[config.mk]
export PLATFORM = sky130hd
export DESIGN_NAME = ascii_stream_filter_core
export DESIGN_NICKNAME = d
export VERILOG_FILES = /design/src/rtl/core/asf_pkg.sv /design/src/rtl/core/asf_counter.sv /design/src/rtl/core/asf_emit.sv /design/src/rtl/core/asf_out_buf.sv /design/src/rtl/core/ascii_stream_filter_core.sv
export SDC_FILE = /design/constraint.sdc
export NUM_CORES = 1
export LEC_CHECK = 0
export BUFFER_PORTS_ARGS = -buffer_cell sky130_fd_sc_hd__buf_4
export CORE_MARGIN = 2
export CORE_UTILIZATION = 51
export DETAILED_ROUTE_END_ITERATION = 8
export PLACE_DENSITY = 0.68
export SETUP_SLACK_MARGIN = 0.4
export SYNTH_ARGS = -nofsm -noshare
export SYNTH_HDL_FRONTEND = slang
export SYNTH_HIERARCHICAL = 1
export SYNTH_SLANG_ARGS = --single-unit
[constraint.sdc]
create_clock -name clk -period 5.25 [get_ports clk]
set_input_delay 0.525 -clock clk [delete_from_list [all_inputs] [get_ports clk]]
set_output_delay 0.525 -clock clk [all_outputs]
set_load 0.05 [all_outputs]
[src/rtl/core/asf_pkg.sv]
package asf_pkg;

	localparam int COUNT_WIDTH = 16;
	localparam int CNT_W = (COUNT_WIDTH > 16) ? 16 : COUNT_WIDTH;
	localparam int NUM_DIGITS = 5;
	localparam int MAX_BYTES = NUM_DIGITS + 1;
	localparam int LEN_W = $clog2(MAX_BYTES + 1);

	localparam logic [7:0] CHAR_NL = 8'h0A;
	localparam logic [7:0] CHAR_SPACE = 8'h20;
	localparam logic [7:0] CHAR_ZERO = 8'h30;
	localparam logic [7:0] CHAR_NINE = 8'h39;
	localparam logic [7:0] CHAR_UPPER_A = 8'h41;
	localparam logic [7:0] CHAR_UPPER_Z = 8'h5A;
	localparam logic [7:0] CHAR_LOWER_A = 8'h61;
	localparam logic [7:0] CHAR_LOWER_Z = 8'h7A;
	localparam logic [7:0] CHAR_NUL = 8'h00;
	localparam logic [7:0] HEX_DIGIT_BASE = 8'd48;
	localparam logic [7:0] HEX_LETTER_BASE = 8'd55;

	typedef enum logic [1:0] {
		MODE_DROP_DIGITS = 2'd0,
		MODE_COUNT_LETTERS = 2'd1,
		MODE_COUNT_SPECIALS = 2'd2,
		MODE_HEX_EXPAND = 2'd3
	} mode_t;

	typedef logic [NUM_DIGITS-1:0][3:0] bcd_t;

	typedef struct packed {
		logic [MAX_BYTES-1:0][7:0] bytes;
		logic [LEN_W-1:0] len;
		logic cnt_inc;
		logic cnt_clr;
	} emit_t;

	function automatic logic is_digit(input logic [7:0] c);
		return (c >= CHAR_ZERO) && (c <= CHAR_NINE);
	endfunction

	function automatic logic is_letter(input logic [7:0] c);
		return ((c >= CHAR_UPPER_A) && (c <= CHAR_UPPER_Z)) ||
			((c >= CHAR_LOWER_A) && (c <= CHAR_LOWER_Z));
	endfunction

	function automatic logic [7:0] hex_char(input logic [3:0] v);
		return (v < 4'd10) ? ({4'h0, v} + HEX_DIGIT_BASE) : ({4'h0, v} + HEX_LETTER_BASE);
	endfunction

endpackage

[src/rtl/core/asf_counter.sv]
module asf_counter
	import asf_pkg::*;
(
	input  logic clk,
	input  logic arst_n,
	input  logic en,
	input  logic inc,
	input  logic clr,
	output bcd_t count_bcd
);

	logic [CNT_W-1:0] bin_q;
	bcd_t bcd_q;
	bcd_t bcd_inc;

	always_comb begin
		logic carry;
		carry = 1'b1;
		for (int i = 0; i < NUM_DIGITS; i++) begin
			if (carry && bcd_q[i] == 4'd9) begin
				bcd_inc[i] = 4'd0;
			end else begin
				bcd_inc[i] = bcd_q[i] + {3'd0, carry};
				carry = 1'b0;
			end
		end
	end

	always_ff @(posedge clk or negedge arst_n) begin
		if (!arst_n) begin
			bin_q <= '0;
			bcd_q <= '0;
		end else if (en) begin
			if (clr) begin
				bin_q <= '0;
				bcd_q <= '0;
			end else if (inc && bin_q != '1) begin
				bin_q <= bin_q + 1'b1;
				bcd_q <= bcd_inc;
			end
		end
	end

	assign count_bcd = bcd_q;

endmodule

[src/rtl/core/asf_emit.sv]
module asf_emit
	import asf_pkg::*;
(
	input  mode_t      mode,
	input  logic [7:0] char_in,
	input  logic       is_end,
	input  bcd_t       count_bcd,
	output emit_t      res
);

	logic [LEN_W-1:0] lz;
	logic [LEN_W-1:0] nd;
	bcd_t shifted;

	always_comb begin
		logic found;
		found = 1'b0;
		lz = '0;
		for (int i = NUM_DIGITS - 1; i > 0; i--) begin
			if (!found && count_bcd[i] == 4'd0) begin
				lz = lz + 1'b1;
			end else begin
				found = 1'b1;
			end
		end
	end

	assign nd = LEN_W'(NUM_DIGITS) - lz;
	assign shifted = count_bcd << {lz, 2'b00};

	always_comb begin
		res = '0;
		case (mode)
			MODE_DROP_DIGITS: begin
				if (!is_end && !is_digit(char_in)) begin
					res.bytes[0] = char_in;
					res.len = LEN_W'(1);
				end
			end
			MODE_COUNT_LETTERS, MODE_COUNT_SPECIALS: begin
				if (is_end || char_in == CHAR_NL) begin
					res.cnt_clr = 1'b1;
					for (int j = 0; j < NUM_DIGITS; j++) begin
						res.bytes[j] = {4'h3, shifted[NUM_DIGITS-1-j]};
					end
					if (is_end) begin
						res.len = nd;
					end else begin
						res.bytes[nd] = CHAR_NL;
						res.len = nd + 1'b1;
					end
				end else if (mode == MODE_COUNT_LETTERS) begin
					res.cnt_inc = is_letter(char_in);
				end else begin
					res.cnt_inc = !is_letter(char_in) && !is_digit(char_in) &&
						char_in != CHAR_SPACE;
				end
			end
			MODE_HEX_EXPAND: begin
				if (!is_end) begin
					if (is_digit(char_in) || char_in == CHAR_NL) begin
						res.bytes[0] = char_in;
						res.len = LEN_W'(1);
					end else if (char_in != CHAR_NUL) begin
						if (char_in[7:4] != 4'd0) begin
							res.bytes[0] = hex_char(char_in[7:4]);
							res.bytes[1] = hex_char(char_in[3:0]);
							res.len = LEN_W'(2);
						end else begin
							res.bytes[0] = hex_char(char_in[3:0]);
							res.len = LEN_W'(1);
						end
					end
				end
			end
			default: begin
				res = '0;
			end
		endcase
	end

endmodule

[src/rtl/core/asf_out_buf.sv]
module asf_out_buf
	import asf_pkg::*;
(
	input  logic       clk,
	input  logic       arst_n,
	input  logic       load,
	input  emit_t      res,
	input  logic       out_ready,
	output logic       can_load,
	output logic       out_valid,
	output logic [7:0] out_byte,
	output logic       last_of_run
);

	logic [MAX_BYTES-1:0][7:0] bytes_q;
	logic [LEN_W-1:0] cnt_q;
	logic take;

	assign take = out_valid && out_ready;
	assign can_load = (cnt_q == '0) || (cnt_q == LEN_W'(1) && out_ready);

	always_ff @(posedge clk or negedge arst_n) begin
		if (!arst_n) begin
			cnt_q <= '0;
		end else if (load) begin
			cnt_q <= res.len;
		end else if (take) begin
			cnt_q <= cnt_q - 1'b1;
		end
	end

	always_ff @(posedge clk) begin
		if (load) begin
			bytes_q <= res.bytes;
		end else if (take) begin
			bytes_q <= bytes_q >> 8;
		end
	end

	assign out_valid = cnt_q != '0;
	assign out_byte = bytes_q[0];
	assign last_of_run = cnt_q == LEN_W'(1);

endmodule

[src/rtl/core/ascii_stream_filter_core.sv]
// Output: the results of a request appear in the cycle after it is accepted.
// Throughput: one request per cycle while the output is not stalled; a request
// producing n bytes holds the output until all n are taken, and the next request is taken as its last byte leaves.
// Reset: arst_n clears the mode to drop digits, the line count and the
// result buffer asynchronously.
module ascii_stream_filter_core
	import asf_pkg::*;
(
	input  logic       clk,
	input  logic       arst_n,
	input  logic       cfg_wr_en,
	input  logic [1:0] cfg_wr_data,
	input  logic       in_valid,
	output logic       in_ready,
	input  logic [7:0] char_in,
	input  logic       is_end,
	output logic       out_valid,
	input  logic       out_ready,
	output logic [7:0] out_byte,
	output logic       last_of_run
);

	mode_t mode_q;
	bcd_t count_bcd;
	emit_t res;
	logic accept;

	always_ff @(posedge clk or negedge arst_n) begin
		if (!arst_n) begin
			mode_q <= MODE_DROP_DIGITS;
		end else if (cfg_wr_en) begin
			mode_q <= mode_t'(cfg_wr_data);
		end
	end

	assign accept = in_valid && in_ready;

	asf_emit u_emit (
		.mode      (mode_q),
		.char_in   (char_in),
		.is_end    (is_end),
		.count_bcd (count_bcd),
		.res       (res)
	);

	asf_counter u_counter (
		.clk       (clk),
		.arst_n    (arst_n),
		.en        (accept),
		.inc       (res.cnt_inc),
		.clr       (res.cnt_clr),
		.count_bcd (count_bcd)
	);

	asf_out_buf u_out_buf (
		.clk         (clk),
		.arst_n      (arst_n),
		.load        (accept && res.len != '0),
		.res         (res),
		.out_ready   (out_ready),
		.can_load    (in_ready),
		.out_valid   (out_valid),
		.out_byte    (out_byte),
		.last_of_run (last_of_run)
	);

endmodule

Word-level counts from Yosys, hierarchy flattened
Index checks and enable logic that the tools add are counted.
W data, S select, Z words.

operators by class
  order comparisons = 10
  bitwise logic cells = 3
  reductions and logical operators = 42
  eq/ne operators = 12
  $add $sub $neg = 16
  shift-type cells = 1
  multiplexer cells = 45

operator list
  kind                     count
  $mux W48                 3
  $mux W51                 1
  $mux W20                 2
  $mux W8                  5
  $mux W19                 2
  $and A28 B36 Y36         1
  $not A36 Y36             1
  $mux W11                 3
  $pmux W11 S3             1
  $mux W16                 2
  $mux W32                 1
  $add A4 B6 Y7 const B    4
  $demux W8 S3             1
  $eq A4 B4 Y1 const B     5
  $mux W4                  5
  $shl A20 B5 Y20          1
  $logic_and A1 B1 Y1      19
  $mux W3                  6
  $add A16 B1 Y16 const B  1
  $add A4 B1 Y4            4
  $ge A8 B7 Y1 const B     2
  $le A8 B7 Y1 const B     2
  $logic_not A4 Y1         4
  $ne A16 B16 Y1 const B   1
  other kinds (28)         52

storage, ports and cells
  register bits = 89
  input bits = 16

Longest topological paths before layout
  word-level depth = 22
  mapped depth = 15
  gate-level depth less buffers = 13

By module
The synthesis kept the hierarchy.

modules (own cells, without submodules)
  module                    area an instance (µm²)  cells each  times used  sequential area each (µm²)
  asf_out_buf               2317.2                  136         1           1516.5
  asf_counter               2202.1                  235         1           900.9
  asf_emit                  1689.1                  262         1           0.0
  ascii_stream_filter_core  88.8                    6           1           50.0

Worst setup path before layout
Ideal clock, no wire load.

  path kind = register to register
  start = register u_counter.bcd_q, in the netlist u_counter/count_bcd[13]
  end = register u_out_buf/bytes_q[10] (netlist bit) (enable)
  period minus slack after synthesis = 4.859 ns
  setup slack = 0.391 ns
  cell stages (with the launch flop) = 15
  setup time = 0.413 ns
  path buffers = 2
  data arrival time = 4.446 ns
  path through = dfrtp_1 nor4_1 nand2_2 clkinv_2 ha_1 or3_4 nand2_4 inv_6 ha_1 and3_1 nor3_1 o311a_1 buf_6 buf_6 nand2b_1

RTL lines
  element                 RTL line           source
  from (decl)             asf_counter.sv:13  bcd_t bcd_q;
  from (signal assigned)  asf_counter.sv:39  bcd_q <= bcd_inc;
  to (signal assigned)    asf_out_buf.sv:34  bytes_q <= res.bytes;
  to (signal assigned)    asf_out_buf.sv:36  bytes_q <= bytes_q >> 8;
  to (decl)               asf_out_buf.sv:15  logic [MAX_BYTES-1:0][7:0] bytes_q;

==> impl_summary.txt <==
----------------------------------------------------
[Setup path]
  Critical path required time ... 5.30 ns
  Crit-path max FO ... 30
  Critical Path End Type ... register
  Kind of start point of the critical path ... register
  Cell class contributing the biggest share of worst-path delay ... simple AND/OR/NAND/NOR gates
  Number of logic stages on the critical path including buffering ... 12
  Delay of the slowest cell on the worst path ... 0.74 ns
  Most used cell, CP ... sky130_fd_sc_hd__ha_1
  Slowest cell on the critical path ... sky130_fd_sc_hd__or4_1
  Critical path start-end classification ... reg -> reg
  Worst Reg-to-Reg Cells ... 12
  Arrival @ worst endpoint ... 4.54 ns
  Worst-path cell chain ... or4_1 > a21oi_1 > ha_1 > or3_4 > nand2_4 > inv_6 > ha_1 > and3_1 > nor3_1 > o311a_2 > nand2b_2 > buf_12
  Crit path buffers/inverters ... 2

[Clock network]
  Deepest level of the CTS H-tree ... 3
  CTS tree ... yes
  Post-CTS Setup Bufs ... 0
  Worst-case clock buffer depth ... 2
  CTS buffer count ... 9
  Hold Buf Count CTS ... 0
  Skew-Pair Late Insertion Delay ... 0.35 ns
  Clock Sinks ... 89
  Clock root cell ... sky130_fd_sc_hd__clkbuf_16
  CTS clk-pin slew, worst paths ... 0.07 ns
  Count of cells resized by post-cts repair ... 0

[Synthesis]
  Count of cell types in the netlist ... 93
  Netlist area before placement ... 6300 um2
  Average cell area after synthesis ... 9.85 um2
  Commonest register cell after synthesis ... sky130_fd_sc_hd__edfxtp_1
  Gate Count Post-Synth ... 639
  Seq/Total Area, Yosys ... 0.392
  Most used standard cell by instance count after synthesis ... sky130_fd_sc_hd__nand2_1
  Library cell occupying the most area in the post-synthesis netlist ... sky130_fd_sc_hd__edfxtp_1
  Leading post-synthesis cells by cell area ... sky130_fd_sc_hd__edfxtp_1 23%, sky130_fd_sc_hd__dfrtp_1 16%, sky130_fd_sc_hd__mux2_2 6.3%
  Count of yosys warnings during synthesis ... 6
  Top cells by instance count after synthesis ... 57 x sky130_fd_sc_hd__nand2_1, 48 x sky130_fd_sc_hd__edfxtp_1, 44 x sky130_fd_sc_hd__nor2_1
  Share of the synthesized area in the top cell type ... 0.229
  Synth Register Bits ... 89
  Share of async-settable or async-resettable flops after synthesis ... 0.461
  Number of synthesized flops with an enable pin ... 48

[Timing]
  Tightest slew margin relative to the limit ... 0.529
  Final worst-path setup slack ... 0.757 ns
  Total of endpoints with negative setup slack in the final report ... 0
  Setup TNS Final ... 0 ns
  Post-Route Skew ... 0.00389 ns
  Final Slew Violations ... 0
  RSZ-0062 raised after global routing ... false
  Peak Freq ... 223 MHz
  Worst Max-Slew Pin Slew ... 0.705 ns
  Final critical-path share of the clock period ... 0.856
  Hold Worst Slack ... 0.157 ns
  Hold Vio Cnt, Final ... 0
  Time the final worst path needs with I/O delays and setup ... 4.49 ns

[Cells and area]
  Final core area utilization ... 0.563
  Share of final-layout standard cells stronger than drive strength 1 ... 0.199
  # nets final ... 681
  Area overhead of the layout relative to synthesis ... 7.45%
  Fillers ... 1064
  Final instance area ... 6770 um2
  Final cell count without fillers ... 791
  Number of antenna repair diodes ... 0

[Global routing]
  Total GRT Usage ... 0.235
  Global-route congestion overflow total ... 0
  Global-route wire length before repair ... 24.6 mm
  Number of antenna violations at the first check in global routing ... 0
  Vias in the first global route ... 4968
  Maximum number of pins on one net before global-route repair ... 43

[Floorplan]
  Area enclosed by the die boundary ... 13300 um2
  # rows ... 40
  Die height ... 115 um
  Starting density of the core ... 0.524
  Count of pins on the block boundary ... 27
  Die Width ... 115 um
  Area inside the core boundary ... 12000 um2

[Pwr]
  PwrDens ... 410 nW/um2
  Sw Share ... 0.364
  Proportion of power drawn by flip-flops and latches ... 0.406
  Max VDD drop ... 0.000313 V
  Switching pwr ... 1.01 mW
  Portion of total power attributed to combinational logic ... 0.365
  Post-route total power ... 2.77 mW
  Internal power ... 1.76 mW
  Clock Power Share ... 0.228
  Lkg Pwr ... 2.86 nW

[Placement]
  Placement-stage worst setup slack ... 0.786 ns
  Placed inst area ... 6470 um2
  Final Wtd Congestion ... 1.05
  HPWL Detailed ... 10.6 mm
  Total placed cells including tap cells ... 775
  Port Buffers ... 26

[Min path]
  Worst hold path type ... in -> async

[Route]
  Ratio of routed vias to standard cells ... 6.41
  DRC violations left ... 0
  Number of nets still failing antenna checks after routing ... 0
  Detailed-route wire length per cell ... 18.7 um
  Sum of routed wire length over all layers ... 14.8 mm
  DR iter-0 viols ... 434
  Via total after detailed routing ... 5074
  Number of detailed-route iterations in the first pass ... 5

[Status]
  Result of the run ... finished, final reports clean

[Run]
  Total of max-cap violations ... 0

----------------------------------------------------
==> cell families (layout without fill, tap and decap cells) <==
family	after synthesis	count (layout)	share of synthesized area
buffers and inverters	91	84	0.0775
XOR/XNOR	3	3	0.00417
multiplexers	53	53	0.0999
AND/OR/NAND/NOR	209	209	0.180
AO/OA/AOI/OAI	167	167	0.194
other	1	13	0.000595
flip-flops	89	89	0.392
adder cells (fa/ha/maj)	26	26	0.0517
==> power by group through the flow <==
stage,registers [mW],clock network [mW],logic (mW)
after floorplan,1.11,0,0.820
after global placement,1.13,0,0.983
after detailed placement,1.14,0,1.01
after CTS,1.13,0.650,1.01
after global routing,1.15,0.672,1.10
final,1.13,0.633,1.01
==> path summary, 6_finish.rpt <==
kind / start / end / slack (ns)
min in group clk: cfg_wr_data[1] / mode_q[1]$_DFFE_PN0P_ / 0.41
min: arst_n / u_counter/bin_q[14]$_DFFE_PN0P_ / 0.16
min reg2reg: mode_q[1]$_DFFE_PN0P_ / mode_q[1]$_DFFE_PN0P_ / 0.54
max in group asynchronous: arst_n / u_counter/count_bcd[13]$_DFFE_PN0P_ / 4.73
max reg2reg: u_counter/count_bcd[16]$_DFFE_PN0P_ / u_out_buf/bytes_q[13]$_DFFE_PP_ / 0.76
max: u_counter/count_bcd[16]$_DFFE_PN0P_ / u_out_buf/bytes_q[13]$_DFFE_PP_ / 0.76
==> layer usage <==
layer | routed length (um) | vias up | global-route usage | part of all wire
met5 | 0 | - | 0 | 0
met4 | 377 | 0 | 0.0851 | 0.026
met3 | 954 | 36 | 0.0517 | 0.065
met2 | 6790 | 220 | 0.379 | 0.46
met1 | 6640 | 2433 | 0.314 | 0.45
li1 | - | 2385 | - | -
==> cell usage in the layout, fill, tap and decap left out, types with 14 or more instances in the layout <==
master / n
sky130_fd_sc_hd__inv_1: 26
sky130_fd_sc_hd__dfrtp_1: 41
sky130_fd_sc_hd__buf_4: 33
sky130_fd_sc_hd__a21oi_1: 31
sky130_fd_sc_hd__o21ai_0: 23
sky130_fd_sc_hd__nor2_1: 44
sky130_fd_sc_hd__edfxtp_1: 48
sky130_fd_sc_hd__nand3_1: 14
sky130_fd_sc_hd__nor3_1: 16
sky130_fd_sc_hd__nand2_1: 57
sky130_fd_sc_hd__mux2_2: 35
sky130_fd_sc_hd__ha_1: 26
==> state kept, by name, summed over array words and instances (netlist names) <==
| signal | flops |
|---|---|
| mode_q | 2 |
| u_counter/bin_q | 16 |
| u_counter/count_bcd | 20 |
| u_out_buf/bytes_q | 40 |
| u_out_buf/cnt_q | 3 |
| u_out_buf/out_byte | 8 |
==> cell type report <==
cell class / instances / area [um2] / area share
sequential: 89 / 2470 / 0.365
clock inverter: 7 / 70.1 / 0.0104
tap: 147 / 184 / 0.0272
inverter: 33 / 135 / 0.0200
clock buffer: 9 / 225 / 0.0333
timing repair buffer: 35 / 288 / 0.0425
multi-input combinational: 471 / 3400 / 0.502
Power figures use the tool's default switching activity.
